==> src/hdl/billboard_particle_quad_expander_macros.svh <==
// Assertion helpers shared by the expander RTL.
`ifndef BILLBOARD_PARTICLE_QUAD_EXPANDER_MACROS_SVH
`define BILLBOARD_PARTICLE_QUAD_EXPANDER_MACROS_SVH

// Same-cycle implication, checked out of reset.
`define BPQE_ASSERT_NOW(label, ante, cons, msg) \
    label: assert property (@(posedge aclk) disable iff (!aresetn) (ante) |-> (cons)) \
        else $error(msg);

// Next-cycle implication, checked out of reset.
`define BPQE_ASSERT_NEXT(label, ante, cons, msg) \
    label: assert property (@(posedge aclk) disable iff (!aresetn) (ante) |=> (cons)) \
        else $error(msg);

`endif

==> src/hdl/bpqe_pkg.sv <==
`timescale 1ns / 1ps
package bpqe_pkg;

    localparam int COORD_WIDTH_DEF = 20;
    localparam int EMIT_W          = 20;
    localparam int AXIS_W          = 16;
    localparam int SIZE_W          = 16;
    localparam int COLOR_W         = 32;
    localparam int DEN_W           = 17;
    localparam int QUO_W           = 16;
    localparam int CFG_ADDR_W      = 3;
    localparam int CFG_DATA_W      = 60;
    localparam logic [DEN_W-1:0] ONE_Q16 = 17'h10000;

    typedef enum logic [CFG_ADDR_W-1:0] {
        REG_RIGHT_AXIS,
        REG_UP_AXIS,
        REG_EMITTER_OFFSET,
        REG_START_COLOR,
        REG_MID_COLOR,
        REG_END_COLOR,
        REG_MID_POINT,
        REG_MID_ENABLE
    } cfg_reg_t;

    typedef enum logic [1:0] {
        CORNER_TL,
        CORNER_TR,
        CORNER_BR,
        CORNER_BL
    } corner_t;

endpackage

==> src/hdl/bpqe_div_pipe.sv <==
`timescale 1ns / 1ps
// Restoring divider, one quotient bit per stage. Requires num < den.
module bpqe_div_pipe
    import bpqe_pkg::*;
#(
    parameter int DW     = DEN_W,
    parameter int QW     = QUO_W,
    parameter int SIDE_W = 1
) (
    input  logic              aclk,
    input  logic              aresetn,
    input  logic              in_valid,
    output logic              in_ready,
    input  logic [DW-1:0]     in_num,
    input  logic [DW-1:0]     in_den,
    input  logic [SIDE_W-1:0] in_side,
    output logic              out_valid,
    input  logic              out_ready,
    output logic [QW-1:0]     out_quo,
    output logic [SIDE_W-1:0] out_side
);

    logic [QW-1:0]     v_reg;
    logic [DW-1:0]     r_reg    [QW];
    logic [DW-1:0]     d_reg    [QW];
    logic [QW-1:0]     q_reg    [QW];
    logic [SIDE_W-1:0] side_reg [QW];

    logic [QW-1:0]     rdy;
    logic [DW-1:0]     r_next   [QW];
    logic [QW-1:0]     q_next   [QW];

    always_comb begin
        rdy[QW-1] = !v_reg[QW-1] || out_ready;
        for (int i = QW-2; i >= 0; i--) begin
            rdy[i] = !v_reg[i] || rdy[i+1];
        end
    end

    always_comb begin
        logic [DW:0]   rs;
        logic [DW-1:0] src_r [QW];
        logic [DW-1:0] src_d [QW];
        logic [QW-1:0] src_q [QW];
        src_r[0] = in_num;
        src_d[0] = in_den;
        src_q[0] = '0;
        for (int i = 1; i < QW; i++) begin
            src_r[i] = r_reg[i-1];
            src_d[i] = d_reg[i-1];
            src_q[i] = q_reg[i-1];
        end
        for (int i = 0; i < QW; i++) begin
            rs = {src_r[i], 1'b0};
            if (rs >= {1'b0, src_d[i]}) begin
                r_next[i] = DW'(rs - {1'b0, src_d[i]});
                q_next[i] = {src_q[i][QW-2:0], 1'b1};
            end else begin
                r_next[i] = rs[DW-1:0];
                q_next[i] = {src_q[i][QW-2:0], 1'b0};
            end
        end
    end

    always_ff @(posedge aclk) begin
        if (rdy[0]) begin
            r_reg[0]    <= r_next[0];
            q_reg[0]    <= q_next[0];
            d_reg[0]    <= in_den;
            side_reg[0] <= in_side;
        end
        for (int i = 1; i < QW; i++) begin
            if (rdy[i]) begin
                r_reg[i]    <= r_next[i];
                q_reg[i]    <= q_next[i];
                d_reg[i]    <= d_reg[i-1];
                side_reg[i] <= side_reg[i-1];
            end
        end
    end

    always_ff @(posedge aclk) begin
        if (!aresetn) begin
            v_reg <= '0;
        end else begin
            if (rdy[0]) begin
                v_reg[0] <= in_valid;
            end
            for (int i = 1; i < QW; i++) begin
                if (rdy[i]) begin
                    v_reg[i] <= v_reg[i-1];
                end
            end
        end
    end

    assign in_ready  = rdy[0];
    assign out_valid = v_reg[QW-1];
    assign out_quo   = q_reg[QW-1];
    assign out_side  = side_reg[QW-1];

endmodule

==> config.mk <==
export PLATFORM = sky130hd
export DESIGN_NAME = bpqe_div_pipe
export DESIGN_NICKNAME = d
export VERILOG_FILES = /design/src/hdl/billboard_particle_quad_expander_macros.svh /design/src/hdl/bpqe_pkg.sv /design/src/hdl/bpqe_div_pipe.sv
export SDC_FILE = /design/constraint.sdc
export NUM_CORES = 1
export LEC_CHECK = 0
export BUFFER_PORTS_ARGS = -buffer_cell sky130_fd_sc_hd__buf_2
export CAP_MARGIN = 20
export CORE_MARGIN = 2
export CORE_UTILIZATION = 60
export CTS_CLUSTER_SIZE = 10
export DETAILED_ROUTE_END_ITERATION = 8
export HOLD_SLACK_MARGIN = 0.12
export PLACE_DENSITY = 0.77
export SKIP_CTS_REPAIR_TIMING = 1
export SYNTH_ARGS = -nofsm -noshare
export SYNTH_HDL_FRONTEND = slang
export SYNTH_SLANG_ARGS = --single-unit
export TNS_END_PERCENT = 20
==> constraint.sdc <==
create_clock -name aclk -period 4.5 [get_ports aclk]
set_input_delay 0.225 -clock aclk [delete_from_list [all_inputs] [get_ports aclk]]
set_output_delay 0.225 -clock aclk [all_outputs]
set_load 0.05 [all_outputs]
Yosys cells after proc, flatten, opt, wreduce, memory -nomap -nowiden --
Memory sizes are Yosys's and may differ from the RTL's. Cells that the tools add are included.
Word-level totals: ROM bits 0, input port bits 39, output and inout port bits 19, memory bits (writable) 816, memories kept 4, word-level logic and storage cells 148, latch bits 0, register bits 16
Memory list:
- d_reg | depth 16, bits a word 17, read ports 15, clocked after Yosys merged registers in 0, wr ports 16, line bpqe_div_pipe.sv:25 | logic [DW-1:0] d_reg [QW];
- r_reg | depth 16, bits a word 17, read ports 15, clocked after Yosys merged registers in 0, wr ports 16, line bpqe_div_pipe.sv:24 | logic [DW-1:0] r_reg [QW];
- q_reg | depth 16, bits a word 16, read ports 16, clocked after Yosys merged registers in 0, wr ports 16, line bpqe_div_pipe.sv:26 | logic [QW-1:0] q_reg [QW];
- side_reg | depth 16, bits a word 1, read ports 16, clocked after Yosys merged registers in 0, wr ports 16, line bpqe_div_pipe.sv:27 | logic [SIDE_W-1:0] side_reg [QW];
Cells by class: muxes and demuxes 64, shifts and indexed selects 0, reductions and logical operators 32, bitwise gates (word level) 0, equality and inequality tests 0, add/sub/neg operators 16, magnitude comparators 16, divide/modulo/power cells 0, multipliers 0
Operators with widths (count):
- 18-bit by 17-bit >= comparator with 1-bit output | 16
- 17-bit 2-to-1 mux | 16
- 17-bit subtractor | 16
- 1-bit 2-to-1 mux | 48
- 1-bit zero test | 16
- 1-bit logical OR | 16

Longest topological paths before layout --
Gate-level depths: netlist (run 1).
word-level depth 19, gate-level depth with buffers 12, mapped depth without buffers 10

Least setup slack after synthesis (run 1) --
No wires, ideal clock.
path kind register to register, start register v_reg[15], end memory d_reg[0][0] (netlist name) (enable), library setup time 0.746 ns, path buffers 0, period minus slack after synthesis 4.739 ns, stages on the path, launching flop included 8, arrival time 3.993 ns, setup slack -0.239 ns, required time 3.754 ns, cells stage by stage dfxtp_1 -> nor2b_1 -> and3_1 -> inv_1 -> nor3_1 -> and3_1 -> and3_1 -> nand3_1
RTL lines:
- start: declaration | line bpqe_div_pipe.sv:23 | logic [QW-1:0] v_reg;
- start signal: indexed assignment | line bpqe_div_pipe.sv:91 | v_reg[i] <= v_reg[i-1];
- end: declaration | line bpqe_div_pipe.sv:25

Worst setup path after layout (run 1) --
start register v_reg[15], end output in_ready
On the way: word-level cells in the longest chain between the ends 17
RTL lines:
- 1-bit zero test | line bpqe_div_pipe.sv:34 | rdy[QW-1] = !v_reg[QW-1] || out_ready;
- 1-bit logical OR | line bpqe_div_pipe.sv:34
- 1-bit logical OR (5 in a row) | line bpqe_div_pipe.sv:36 | rdy[i] = !v_reg[i] || rdy[i+1];
- named net rdy[10] | line bpqe_div_pipe.sv:29 | logic [QW-1:0] rdy;
- 1-bit logical OR (10 in a row) | line bpqe_div_pipe.sv:36
- end: declaration | line bpqe_div_pipe.sv:13 | output logic in_ready,
The timed path passes the listed nets, and every way through them passes these cells.

==> results.sh, run 1 <==
export IMPL_status="completed"
export IMPL_synth_ff_type="edfxtp_1"
export IMPL_p_clk_frac=0.199
export IMPL_coreArea_um2=60580
export IMPL_place_ws_ns=0.9520
export IMPL_port_buffers=57
export IMPL_cp_depth=9
export IMPL_clk_pin_slew_worst_paths_ns=0.06
export IMPL_ios=58
export IMPL_synth_top_area_cell="edfxtp_1"
export IMPL_dr_pass1_iters=8
export IMPL_switching_power_mw=10.40
export IMPL_die_w_um=252.0
export IMPL_drv_slew=0
export IMPL_wl_um=78360
export IMPL_rrSetupSlack_ns=0.85
export IMPL_num_nets_final=3484
export IMPL_fmax_mhz=256.0
export IMPL_synth_edf_count=662
export IMPL_ff_latch_area_um2=20200
export IMPL_setup_viol=0
export IMPL_critical_path_class="reg2out"
export IMPL_tritoncts="done"
export IMPL_crit_chain="nor2b_1 -> and3_1 -> clkinv_1 -> nor3_1 -> and3_1 -> and3_1 -> nand3_2 -> buf_4 -> buf_2"
export IMPL_pwr_share_seq=0.364
export IMPL_synth_top_area_frac=0.5389
export IMPL_h_tree_depth=3
export IMPL_final_util=0.6749
export IMPL_max_cap_violations=0
export IMPL_ys_seq_area_frac=0.5476
export IMPL_routabilityCongestion=0.9514
export IMPL_synth_cell_types=81
export IMPL_numCtsBuffers=80
export IMPL_route_detailed_drc=0
export IMPL_yosys_register_bits=678
export IMPL_end_kind="output pin"
export IMPL_combPwrFrac=0.437
export IMPL_reg2reg_depth=9
export IMPL_design_die_area_um2=63480
export IMPL_post_route_period_util=0.8682
export IMPL_worstPathRequired_ns=4.28
export IMPL_crit_buf_inv=3
export IMPL_num_rows=90
export IMPL_leakagePower_nw=16.75
export IMPL_vias_per_cell=5.985
export IMPL_rsz0062_at_grt="no"
export IMPL_clock_latency_ns=0.64
export IMPL_crit_family="simple AND/OR/NAND/NOR gates"
export IMPL_r2r_start="r_reg[1][69]$_DFFE_PP_"
export IMPL_wl_per_cell_um=19.67
export IMPL_worstSetupStartpointType="flip-flop"
export IMPL_detailroute_via_count=23840
export IMPL_n_fill_cell=4243
export IMPL_slew_headroom=0.3424
export IMPL_setup_tns_ns=0
export IMPL_die_h_um=252.0
export IMPL_clockBufferDepth=3
export IMPL_finalWorstSetupSlack_ns=0.5932
export IMPL_rr_endpoint="r_reg[1][89]$_DFFE_PP_"
export IMPL_crit_top_cell="and3_1"
export IMPL_multi_input_area_um2=15250
export IMPL_grt_max_degree=49
export IMPL_worst_ep_arrival_time_ns=3.68
export IMPL_fin_crit_ns=3.907
export IMPL_drive_gt1_frac=0.1268
export IMPL_fin_worst_skew_ns=0.02893
export IMPL_grt_antenna_before_repair=0
export IMPL_crit_fanout=35
export IMPL_drtAntennaViolNets=0
export IMPL_crit_end="in_ready"
export IMPL_grt_pass1_wl_um=124800
export IMPL_grt_usage=0.2463
export IMPL_postPlaceCellArea_um2=38130
export IMPL_dp_hpwl_um=57040
export IMPL_grt_overflow_total=0
export IMPL_p_int_mw=19.13
export IMPL_synth_nets=3324
export IMPL_syn_to_final_growth_pct=10.85
export IMPL_cts_root_buffer="clkbuf_16"
export IMPL_synthCells=2999
export IMPL_hold_violations=0
export IMPL_syn_area_um2=36890
export IMPL_yosys_warnings=0
export IMPL_fin_area_um2=40890
export IMPL_drt_iter0_drc=1681
export IMPL_tightest_slew_ns=0.9830
export IMPL_cp_slowest_cell="nor2b_1"
export IMPL_startpoint="v_reg[15]$_SDFFE_PN0P_"
export IMPL_antenna_cells=0
export IMPL_hp_class="in2reg"
export IMPL_yosys_top_cells_area="edfxtp_1, ha_1, mux2_2"
export IMPL_async_reset_ff_frac=0
export IMPL_p_sw_frac=0.3522
export IMPL_ir_drop_v=0.0003807
export IMPL_grt_pass1_vias=23890
export IMPL_syn_avg_cell_area_um2=12.30
export IMPL_power_density_nw_per_um2=722.1
export IMPL_floorplan_initialDensity=0.6089
export IMPL_holdWs_ns=0.1940
export IMPL_cts_sinks=678
export IMPL_critPathMaxStageDelay_ns=0.49
[cell families (layout without fill, tap and decap cells)]
family,after synthesis,after routing,synth area share
simple gates,601,601,0.08320
compound gates,670,670,0.1215
xor+xnor,172,172,0.04084
buf+inv,371,573,0.03958
flops,678,678,0.5476
mux,221,221,0.06719
fa+ha+maj,286,286,0.1001
[cell usage after synthesis, types with 35 or more instances]
| cell | count |
|---|---|
| nand2_1 | 116 |
| and3_1 | 35 |
| nor2b_1 | 70 |
| a21o_1 | 46 |
| xnor2_1 | 108 |
| edfxtp_1 | 662 |
| a21oi_1 | 163 |
| xor2_1 | 64 |
| nor3_1 | 37 |
| ha_1 | 271 |
| o21ai_0 | 146 |
| o21a_1 | 82 |
| mux2_2 | 185 |
| nor2_1 | 169 |
| inv_1 | 328 |
[per-layer routing]
metal  vias up  track usage  wire (um)
met5         -            0          0
met1     11530       0.3117      32810
met4         0      0.07861       1922
met3       147      0.02992       3609
met2       731       0.4411      40020
li1      11430            -          -
[area by class of cell]
type                    count  share of cell area
inverters                 328             0.03011
well taps                 782             0.02393
flip-flops and latches    678              0.4940
clock buffers             112             0.05315
multi-input cells        1950              0.3729
clock inverters            12            0.004529
repair buffers            121             0.02136
[stage by stage]
step	total power, mW	instances
4_1_cts	29.49	3944
3_3_place_gp	22.90	3820
3_5_place_dp	23.40	3820
5_1_grt	31.31	3983
2_1_floorplan	20.41	2999
6_report	29.53	3983
[worst min-delay path by stage]
stage | startpoint | endpoint | slack (ns) | depth (start not counted)
after floorplan | in_den[0] | d_reg[0][0]$_DFFE_PP_ | 0.32 | 0
after global placement | q_reg[1][87]$_DFFE_PP_ | q_reg[1][104]$_DFFE_PP_ | 0.40 | 0
after detailed placement | in_side | side_reg[0][0]$_DFFE_PP_ | 0.40 | 1
after CTS | in_side | side_reg[0][0]$_DFFE_PP_ | -0.25 | 1
after global routing | in_num[16] | r_reg[0][16]$_DFFE_PP_ | 0.22 | 4
final | in_num[16] | r_reg[0][16]$_DFFE_PP_ | 0.19 | 4
[tightest hold or removal path: stages]
cell     delay [ns]
buf_2          0.10
nor2_1         0.14
nor4_1         0.07
a21oi_1        0.17
[layout by cell type, fill, tap and decap left out, types with 28 or more instances in the layout]
| cell | synthesis | layout |
|---|---|---|
| a21o_1 | 46 | 46 |
| dlygate4sd3_1 | 0 | 38 |
| mux2_2 | 185 | 185 |
| ha_1 | 271 | 271 |
| o31ai_1 | 31 | 31 |
| clkbuf_16 | 0 | 81 |
| buf_2 | 7 | 57 |
| a21oi_1 | 163 | 163 |
| inv_1 | 328 | 325 |
| nor2b_1 | 70 | 70 |
| and3_1 | 35 | 35 |
| o21ai_0 | 146 | 146 |
| xnor2_1 | 108 | 108 |
| nand2_1 | 116 | 112 |
| edfxtp_1 | 662 | 662 |
| o21a_1 | 82 | 82 |
| clkbuf_1 | 27 | 28 |
| xor2_1 | 64 | 64 |
| nand2b_1 | 34 | 34 |
| nor2_1 | 169 | 169 |
| mux2i_1 | 29 | 29 |
| nand3_1 | 33 | 32 |
| nor3_1 | 37 | 37 |
[power groups by stage]
| stage | clock, mW | combinational [mW] | sequential, mW |
|---|---|---|---|
| 2_1_floorplan | 0 | 9.96 | 10.5 |
| 3_3_place_gp | 0 | 12.1 | 10.8 |
| 3_5_place_dp | 0 | 12.6 | 10.8 |
| 4_1_cts | 6.01 | 12.7 | 10.7 |
| 5_1_grt | 6.25 | 14.2 | 10.9 |
| 6_report | 5.89 | 12.9 | 10.7 |
Note: power is estimated with default switching activity, not from simulation.
==> inputs of run 2 (changes only) <==
- CORE_MARGIN: 2 -> 10
==> results.sh, run 2 (synthesized netlist as in run 1, its figures left out) <==
export IMPL_status="completed"
export IMPL_clock_latency_ns=0.63
export IMPL_syn_to_final_growth_pct=10.71
export IMPL_grt_usage=0.2178
export IMPL_end_kind="output pin"
export IMPL_fin_area_um2=40840
export IMPL_ir_drop_v=0.0003840
export IMPL_worstSetupStartpointType="flip-flop"
export IMPL_startpoint="v_reg[15]$_SDFFE_PN0P_"
export IMPL_setup_tns_ns=0
export IMPL_grt_pass1_wl_um=125500
export IMPL_antenna_cells=0
export IMPL_critical_path_class="reg2out"
export IMPL_r2r_start="r_reg[1][86]$_DFFE_PP_"
export IMPL_clk_pin_slew_worst_paths_ns=0.06
export IMPL_route_detailed_drc=0
export IMPL_cts_sinks=678
export IMPL_hold_start="in_num[16]"
export IMPL_num_rows=90
export IMPL_fin_crit_ns=3.749
export IMPL_coreArea_um2=60580
export IMPL_drive_gt1_frac=0.1274
export IMPL_wl_um=78410
export IMPL_tritoncts="done"
export IMPL_grt_max_degree=51
export IMPL_vias_per_cell=6.030
export IMPL_final_common_cell="edfxtp_1"
export IMPL_fin_worst_skew_ns=0.02844
export IMPL_dp_hpwl_um=57590
export IMPL_hold_violations=0
export IMPL_setup_viol=0
export IMPL_numCtsBuffers=79
export IMPL_die_h_um=268.0
export IMPL_grt_antenna_before_repair=0
export IMPL_routabilityCongestion=0.9124
export IMPL_postPlaceCellArea_um2=38130
export IMPL_floorplan_initialDensity=0.6089
export IMPL_tightest_slew_ns=1.005
export IMPL_die_w_um=268.0
export IMPL_rsz0062_at_grt="no"
export IMPL_wl_per_cell_um=19.72
export IMPL_grt_overflow_total=0
export IMPL_crit_fanout=23
export IMPL_post_route_period_util=0.8331
export IMPL_worst_ep_arrival_time_ns=3.52
export IMPL_port_buffers=57
export IMPL_fmax_mhz=266.7
export IMPL_power_density_nw_per_um2=718.9
export IMPL_detailroute_via_count=23970
export IMPL_drtAntennaViolNets=0
export IMPL_cts_root_buffer="clkbuf_16"
export IMPL_num_nets_final=3485
export IMPL_drt_iter0_drc=1981
export IMPL_slew_headroom=0.3279
export IMPL_design_die_area_um2=71800
export IMPL_dr_pass1_iters=6
export IMPL_max_cap_violations=0
export IMPL_clockBufferDepth=3
export IMPL_worstPathRequired_ns=4.28
export IMPL_hp_class="in2reg"
export IMPL_grt_pass1_vias=23880
export IMPL_leakagePower_nw=16.73
export IMPL_mostFrequentLayoutCells="edfxtp_1, inv_1, ha_1"
export IMPL_h_tree_depth=3
export IMPL_drv_slew=0
export IMPL_ios=58
==> run 2: cell count changes in the layout (fill, tap and decap cells not counted), sizes merged <==
cell      change
clkinv        -3
clkinvlp      +1
buf           +2
bufinv        -1
clkbuf        -6
==> run 2: layout make-up <==
class | instances | area [um^2]
flip-flops and latches | 678 | 20200
fillers | 4274 | 19740
multi-input cells | 1950 | 15250
clock buffers | 106 | 2120
inverters | 328 | 1231
well taps | 782 | 978.4
repair buffers | 123 | 908.4
clock inverters | 9 | 152.6
==> run 2: metal layers <==
metal	track usage	vias to the layer above	share of wire
met5	0	-	0
met2	0.3787	643	0.50
met4	0.08702	0	0.034
met3	0.03071	177	0.044
li1	-	11430	-
met1	0.2713	11720	0.42
==> run 2: through the flow <==
| stage | hold slack [ns] | total power [mW] | std cells | setup slack, ns | utilization |
|---|---|---|---|---|---|
| finish | 0.1789 | 29.36 | 3976 | 0.7510 | 0.6741 |
| global route | 0.1984 | 31.22 | 3976 | 0.4765 | 0.6741 |
| CTS | -0.2519 | 29.32 | 3935 | 0.7023 | 0.6669 |
| detailed placement | 0.4045 | 23.42 | 3820 | 0.9660 | 0.6294 |
| global placement | 0.4013 | 22.96 | 3820 | 1.109 | 0.6294 |
| floorplan | 0.3239 | 20.41 | 2999 | 0.4180 | - |
==> run 2: final timing paths <==
kind / to / slack (ns) / depth (start not counted)
min: r_reg[0][16]$_DFFE_PP_ / 0.18 / 4
max reg2reg: r_reg[1][105]$_DFFE_PP_ / 0.89 / 9
min reg2reg: q_reg[0][118]$_DFFE_PP_ / 0.41 / 0
max: in_ready / 0.75 / 9
==> run 2: worst max-delay path, cell delays in order (launching register included) <==
cell and delay [ns]:
dfxtp_1 0.35, nor2b_1 0.46, and3_1 0.31, clkinv_1 0.11, nor3_1 0.44, and3_1 0.32
and3_1 0.29, nand3_2 0.10, buf_4 0.24, buf_2 0.25
==> run 2: where the power goes <==
group | switching, mW | internal (mW) | total [mW]
logic | 6.82 | 6.09 | 12.9
registers | 1.09 | 9.63 | 10.7
clock network | 2.44 | 3.29 | 5.72
total | 10.3 | 19.0 | 29.4
